==> src/mcc_pkg.sv <==
// Shared types and constants for the microcode container checker.
`default_nettype none
package mcc_pkg;

  localparam logic [31:0] MAGIC_WORD     = 32'h0041_4d44;
  localparam logic [31:0] TABLE_TYPE_CPU = 32'h0000_0000;
  localparam logic [31:0] PATCH_TYPE_UC  = 32'h0000_0001;
  localparam logic [31:0] ENTRY_BYTES    = 32'd16;
  localparam logic [31:0] MC_HDR_BYTES   = 32'd64;

  // Byte counts at which a header word is complete.
  localparam logic [31:0] WORD0_END = 32'd4;
  localparam logic [31:0] WORD1_END = 32'd8;
  localparam logic [31:0] OUTER_END = 32'd12;

  localparam logic [1:0] KIND_PATCH = 2'd0;
  localparam logic [1:0] KIND_ERROR = 2'd1;
  localparam logic [1:0] KIND_EMPTY = 2'd2;

  localparam logic [3:0] ERR_NO_OUTER     = 4'd0;
  localparam logic [3:0] ERR_MAGIC        = 4'd1;
  localparam logic [3:0] ERR_TABLE_TYPE   = 4'd2;
  localparam logic [3:0] ERR_TABLE_LEN    = 4'd3;
  localparam logic [3:0] ERR_SHORT_ENTRY  = 4'd4;
  localparam logic [3:0] ERR_SHORT_INNER  = 4'd5;
  localparam logic [3:0] ERR_PATCH_TYPE   = 4'd6;
  localparam logic [3:0] ERR_SHORT_MC_HDR = 4'd7;
  localparam logic [3:0] ERR_SHORT_PAYLD  = 4'd8;

  typedef enum logic [2:0] {
    PH_OUTER,
    PH_ENTRY,
    PH_INNER,
    PH_PAYLOAD,
    PH_DONE
  } phase_t;

  // Parser state. The gather shift is byte_position[1:0] in the header phases.
  typedef struct packed {
    phase_t      phase;
    logic [31:0] byte_position;
    logic [27:0] table_entries_left;
    logic [27:0] patches_left;
    logic [31:0] current_ucode_size;
    logic [31:0] current_ucode_id;
    logic        entry_cpu_zero;
    logic [31:0] field_word;
    logic        magic_bad;
    logic        type_bad;
  } state_t;

  typedef struct packed {
    logic [1:0]  kind;
    logic [3:0]  error_code;
    logic [31:0] ucode_id;
    logic [31:0] ucode_size;
    logic        final_res;
  } result_t;

  localparam state_t STATE_RESET = '{
    phase:              PH_OUTER,
    byte_position:      32'd0,
    table_entries_left: 28'd0,
    patches_left:       28'd0,
    current_ucode_size: 32'd0,
    current_ucode_id:   32'd0,
    entry_cpu_zero:     1'b1,
    field_word:         32'd0,
    magic_bad:          1'b0,
    type_bad:           1'b0
  };

endpackage
`default_nettype wire

==> src/mcc_step.sv <==
// Next-state and result logic for one container byte.
`default_nettype none
module mcc_step (
  input  wire mcc_pkg::state_t cur,
  input  wire logic [7:0]      data_byte,
  input  wire logic            end_of_stream,
  output mcc_pkg::state_t      nxt,
  output logic                 res_valid,
  output mcc_pkg::result_t     res
);

  logic [31:0] pos_inc;
  logic [31:0] word;
  logic [4:0]  shamt;
  logic        cpu_zero;
  logic        over;
  logic [27:0] ent_left;
  logic [27:0] pat_left;

  assign pos_inc = cur.byte_position + 32'd1;
  assign shamt   = {cur.byte_position[1:0], 3'b000};
  assign word    = cur.field_word | ({24'd0, data_byte} << shamt);

  always_comb begin
    nxt       = cur;
    res_valid = 1'b0;
    res       = '0;
    cpu_zero  = 1'b1;
    over      = 1'b0;
    ent_left  = '0;
    pat_left  = '0;

    unique case (cur.phase)
      mcc_pkg::PH_OUTER: begin
        nxt.byte_position = pos_inc;
        nxt.field_word    = word;
        if (pos_inc[1:0] == 2'b00) begin
          nxt.field_word = '0;
          if (pos_inc == mcc_pkg::WORD0_END) begin
            nxt.magic_bad = (word != mcc_pkg::MAGIC_WORD);
          end else if (pos_inc == mcc_pkg::WORD1_END) begin
            nxt.type_bad = (word != mcc_pkg::TABLE_TYPE_CPU);
          end else begin
            nxt.byte_position = '0;
            res.final_res     = 1'b1;
            priority if (cur.magic_bad) begin
              res_valid      = 1'b1;
              res.kind       = mcc_pkg::KIND_ERROR;
              res.error_code = mcc_pkg::ERR_MAGIC;
              nxt.phase      = mcc_pkg::PH_DONE;
            end else if (cur.type_bad) begin
              res_valid      = 1'b1;
              res.kind       = mcc_pkg::KIND_ERROR;
              res.error_code = mcc_pkg::ERR_TABLE_TYPE;
              nxt.phase      = mcc_pkg::PH_DONE;
            end else if (word[3:0] != 4'd0) begin
              res_valid      = 1'b1;
              res.kind       = mcc_pkg::KIND_ERROR;
              res.error_code = mcc_pkg::ERR_TABLE_LEN;
              nxt.phase      = mcc_pkg::PH_DONE;
            end else begin
              nxt.table_entries_left = word[31:4];
              nxt.patches_left       = '0;
              if (word[31:4] == 28'd0) begin
                res_valid = 1'b1;
                res.kind  = mcc_pkg::KIND_EMPTY;
                nxt.phase = mcc_pkg::PH_DONE;
              end else begin
                nxt.entry_cpu_zero = 1'b1;
                nxt.phase          = mcc_pkg::PH_ENTRY;
              end
            end
          end
        end
      end

      mcc_pkg::PH_ENTRY: begin
        cpu_zero = cur.entry_cpu_zero &
                   !((cur.byte_position < 32'd4) && (data_byte != 8'd0));
        nxt.entry_cpu_zero = cpu_zero;
        nxt.byte_position  = pos_inc;
        if (pos_inc >= mcc_pkg::ENTRY_BYTES) begin
          nxt.byte_position = '0;
          ent_left = cur.table_entries_left - 28'd1;
          if (cpu_zero) begin
            pat_left = cur.patches_left;
            over     = 1'b1;
          end else begin
            pat_left = cur.patches_left + 28'd1;
            over     = (ent_left == 28'd0);
          end
          nxt.table_entries_left = ent_left;
          nxt.patches_left       = pat_left;
          nxt.entry_cpu_zero     = 1'b1;
          if (over) begin
            if (pat_left == 28'd0) begin
              res_valid     = 1'b1;
              res.kind      = mcc_pkg::KIND_EMPTY;
              res.final_res = 1'b1;
              nxt.phase     = mcc_pkg::PH_DONE;
            end else begin
              nxt.field_word = '0;
              nxt.phase      = mcc_pkg::PH_INNER;
            end
          end
        end
      end

      mcc_pkg::PH_INNER: begin
        nxt.byte_position = pos_inc;
        nxt.field_word    = word;
        if (pos_inc[1:0] == 2'b00) begin
          nxt.field_word = '0;
          if (pos_inc == mcc_pkg::WORD0_END) begin
            nxt.type_bad = (word != mcc_pkg::PATCH_TYPE_UC);
          end else begin
            nxt.byte_position      = '0;
            nxt.current_ucode_size = word;
            res.final_res          = 1'b1;
            priority if (cur.type_bad) begin
              res_valid      = 1'b1;
              res.kind       = mcc_pkg::KIND_ERROR;
              res.error_code = mcc_pkg::ERR_PATCH_TYPE;
              nxt.phase      = mcc_pkg::PH_DONE;
            end else if (word < mcc_pkg::MC_HDR_BYTES) begin
              res_valid      = 1'b1;
              res.kind       = mcc_pkg::KIND_ERROR;
              res.error_code = mcc_pkg::ERR_SHORT_MC_HDR;
              nxt.phase      = mcc_pkg::PH_DONE;
            end else begin
              nxt.current_ucode_id = '0;
              nxt.phase            = mcc_pkg::PH_PAYLOAD;
            end
          end
        end
      end

      mcc_pkg::PH_PAYLOAD: begin
        if ((cur.byte_position >= 32'd4) && (cur.byte_position < 32'd8)) begin
          nxt.current_ucode_id = cur.current_ucode_id | ({24'd0, data_byte} << shamt);
        end
        nxt.byte_position = pos_inc;
        if (pos_inc >= cur.current_ucode_size) begin
          nxt.byte_position = '0;
          pat_left          = cur.patches_left - 28'd1;
          nxt.patches_left  = pat_left;
          res_valid         = 1'b1;
          res.kind          = mcc_pkg::KIND_PATCH;
          res.ucode_id      = nxt.current_ucode_id;
          res.ucode_size    = cur.current_ucode_size;
          if (pat_left == 28'd0) begin
            res.final_res = 1'b1;
            nxt.phase     = mcc_pkg::PH_DONE;
          end else begin
            res.final_res  = end_of_stream;
            nxt.field_word = '0;
            nxt.type_bad   = 1'b0;
            nxt.phase      = mcc_pkg::PH_INNER;
          end
        end
      end

      mcc_pkg::PH_DONE: begin
        nxt.phase = mcc_pkg::PH_DONE;
      end

      default: begin
        nxt.phase = mcc_pkg::PH_DONE;
      end
    endcase

    // Final byte: report the truncation of the phase reached, then restart.
    if (end_of_stream) begin
      if (!res_valid) begin
        res           = '0;
        res.kind      = mcc_pkg::KIND_ERROR;
        res.final_res = 1'b1;
        unique case (nxt.phase)
          mcc_pkg::PH_OUTER: begin
            res_valid      = 1'b1;
            res.error_code = mcc_pkg::ERR_NO_OUTER;
          end
          mcc_pkg::PH_ENTRY: begin
            res_valid      = 1'b1;
            res.error_code = mcc_pkg::ERR_SHORT_ENTRY;
          end
          mcc_pkg::PH_INNER: begin
            res_valid      = 1'b1;
            res.error_code = mcc_pkg::ERR_SHORT_INNER;
          end
          mcc_pkg::PH_PAYLOAD: begin
            res_valid      = 1'b1;
            res.error_code = (nxt.byte_position < mcc_pkg::MC_HDR_BYTES) ?
                             mcc_pkg::ERR_SHORT_MC_HDR : mcc_pkg::ERR_SHORT_PAYLD;
          end
          default: begin
            res_valid = 1'b0;
          end
        endcase
      end
      nxt = mcc_pkg::STATE_RESET;
    end
  end

endmodule
`default_nettype wire

==> config.mk <==
export PLATFORM = sky130hd
export DESIGN_NAME = mcc_step
export DESIGN_NICKNAME = d
export VERILOG_FILES = /design/src/mcc_pkg.sv /design/src/mcc_step.sv
export SDC_FILE = /design/constraint.sdc
export NUM_CORES = 1
export LEC_CHECK = 0
export ABC_CLOCK_PERIOD_IN_PS = 5700
export CORE_AREA = 2 2 178 180
export DETAILED_ROUTE_END_ITERATION = 8
export DIE_AREA = 0 0 180 182
export DONT_BUFFER_PORTS = 1
export SYNTH_ARGS = -nofsm -noshare
export SYNTH_HDL_FRONTEND = slang
export SYNTH_SLANG_ARGS = --single-unit
export TNS_END_PERCENT = 50
==> constraint.sdc <==
create_clock -name vclk -period 5.7
set_input_delay 0.855 -clock vclk [all_inputs]
set_output_delay 0.855 -clock vclk [all_outputs]
set_load 0.01 [all_outputs]
==> metrics.txt <==
DRT Wirelength 59230 um; Critical Path Sink Type output port; Syn Nets 1967; # nets final 2044; row count 65; Die X 180 um; Power Total 0.7279 mW; most frequent cell after synthesis nor2_1; Syn. warnings 0; peak supply drop 0.00002028 V; Syn Inst Count 1728; Yosys top cell by area nor2_1; pin count of the biggest net entering global routing 162; fin crit period 5.545 ns; top cells by area, synth nor2_1 (11%), a21oi_1 (8.7%), nand2_1 (6.0%), clkbuf_1 (5.2%), ha_1 (5.1%); Avg WL per Cell 26.75 um; core area 0.03099 mm2; Vias 14710; die area 0.03276 mm2; number of DRC markers in iteration 0 1953; first-pass GRT wire length 86290 um; mean area per synthesized cell 5.673 um2; TNS Setup 0 ns; Reg power frac 0; Worst-Margin Slew 1.054 ns; gr usage total 0.3349; Worst path slowest cell o32ai_1; Seq/Total Area, Yosys 0; vias in the first global route 13280; PwrDens 62.48 mW/mm2; setup ws final 0.1546 ns; status finished, final reports clean; Place WS -0.05971 ns; switch share 0.5874; Hold Violations, Final 0; Max-cap violations 0; top post-synthesis cells by count nor2_1 (290), a21oi_1 (171), nand2_1 (156), clkbuf_1 (135), o21ai_0 (87); DR vias/cell 6.646; period utilisation layout 0.9729; fraction of power consumed by the clock network 0; layout cells sized above 1 0.1664; post-synth top area share 0.1110; antenna violations before repair 5; RSZ-0062 raised after global routing false; total grt overflow 0; Top Ports 461; P&R area growth vs syn 18.83%; NetSw 0.4276 mW; Mapped Area 0.009803 mm2; synth unique cells 85; TritonRoute pass-1 iters 7; CP startpoint kind input port; Port Buffers 0; Setup crit end res[67]; DRC Markers 0; Lkg Pwr 4.521 nW; combinational share of power 1.000; crit path from cur[155]; hold buffers post-CTS 0; Peak Freq 0.1803 GHz; fin. max-slew vios 0; initial core utilization 0.3164; Worst path max stage delay 0.42 ns; clkbuf count 0; Detail Placement HPWL 47760 um; GP Congestion 0.9890; die height 182 um; Hold/Removal Path Class input port to output port; Pint 0.3003 mW; CP max FO 20; Reg area 0 um2; Data required, critical path 4.85 ns; final hold slack 1.763 ns; number of flip-flops and latches 0; CP most frequent cell ha_1; CP Class input port to output port; post-route antenna net violation count 0; Slew headroom 0.2916; CP cell instances ha_1 > and3_1 > nand3_1 > xnor2_2 > ha_1 > a21o_1 > a221o_1 > a221oi_1 > o211ai_1 > a211o_1 > nand4_1 > nand2_1 > or3_4 > o32ai_1 > buf_4; Critical Path AT 4.69 ns; Setup Viol. Count Final 0
-- layer usage --
metal / vias to the layer above / wire length, um / track usage
li1: 6574 / - / -
met1: 6994 / 24590 / 0.4509
met2: 1013 / 26050 / 0.5301
met3: 131 / 6217 / 0.06899
met4: 2 / 2360 / 0.1135
met5: - / 13 / 0
-- final cells by class --
cell class / instances / area [um2]
diodes: 9 / 22.52
fillers: 3487 / 19340
inverters: 58 / 217.7
multi-input cells: 1493 / 8947
well taps: 402 / 503.0
repair buffers: 252 / 1958
-- timing repair --
action                                  4_1_cts  5_1_grt
buffers inserted                              0        1
endpoints found under the setup margin        9       51
pin swaps                                     0        6
gates resized for setup                       1       13
-- stage by stage --
step           area (um2)  utilization  cells
6_report            11650       0.3759   2214
5_1_grt             11650       0.3759   2213
3_5_place_dp        11560       0.3729   2204
4_1_cts             11560       0.3732   2204
3_3_place_gp        11560       0.3729   2204
2_1_floorplan        9803            -   1728
-- critical path: cells and delay by family --
| family | cells | cell delay (ns) |
|---|---|---|
| xor+xnor | 1 | 0.27 |
| simple gates | 5 | 0.99 |
| buf+inv | 1 | 0.20 |
| fa+ha+maj | 2 | 0.48 |
| compound gates | 6 | 1.88 |
-- how the worst min path moves through the flow --
stage | start | endpoint | slack (ns) | depth (start not counted)
6_report | end_of_stream | nxt[41] | 1.76 | 1
2_1_floorplan | cur[149] | nxt[149] | 1.79 | 1
3_5_place_dp | end_of_stream | nxt[44] | 1.77 | 1
5_1_grt | end_of_stream | nxt[41] | 1.77 | 1
3_3_place_gp | end_of_stream | nxt[65] | 1.77 | 1
4_1_cts | end_of_stream | nxt[44] | 1.77 | 1
-- cell families (layout without fill, tap and decap cells) --
| logic type | count (synthesis) | after routing | share of synthesized area |
|---|---|---|---|
| other | 0 | 9 | 0 |
| XOR/XNOR | 57 | 57 | 0.05093 |
| AND/OR/NAND/NOR | 812 | 812 | 0.4023 |
| multiplexers | 11 | 11 | 0.01174 |
| adder cells (fa/ha/maj) | 40 | 40 | 0.05105 |
| buffers and inverters | 235 | 310 | 0.09738 |
| AO/OA/AOI/OAI | 573 | 573 | 0.3866 |
-- power by group through the flow --
stage / clock network (mW) / logic (mW) / registers [mW]
floorplan: 0 / 0.508 / 0
global placement: 0 / 0.705 / 0
detailed placement: 0 / 0.710 / 0
CTS: 0 / 0.714 / 0
global route: 0.000000189 / 0.777 / 0
finish: 0.000000171 / 0.728 / 0
-- layout by cell type (no fill, tap or decap), types with 16 or more instances in the layout --
master / Yosys / final
a211oi_1: 60 / 60
a21o_1: 30 / 30
a21oi_1: 171 / 170
a22oi_1: 25 / 25
a2bb2oi_1: 25 / 25
a311oi_1: 18 / 18
a31oi_1: 42 / 41
and2_1: 16 / 16
and3_1: 27 / 26
buf_4: 8 / 241
ha_1: 40 / 40
inv_1: 56 / 56
nand2_1: 156 / 155
nand3_1: 49 / 49
nand4_1: 45 / 45
nor2_1: 290 / 288
nor2b_1: 18 / 18
nor3_1: 78 / 75
nor4_1: 47 / 45
o21ai_0: 87 / 87
or3_1: 19 / 19
xnor2_1: 33 / 32
xor2_1: 24 / 23
Power figures use the tool's default switching activity.
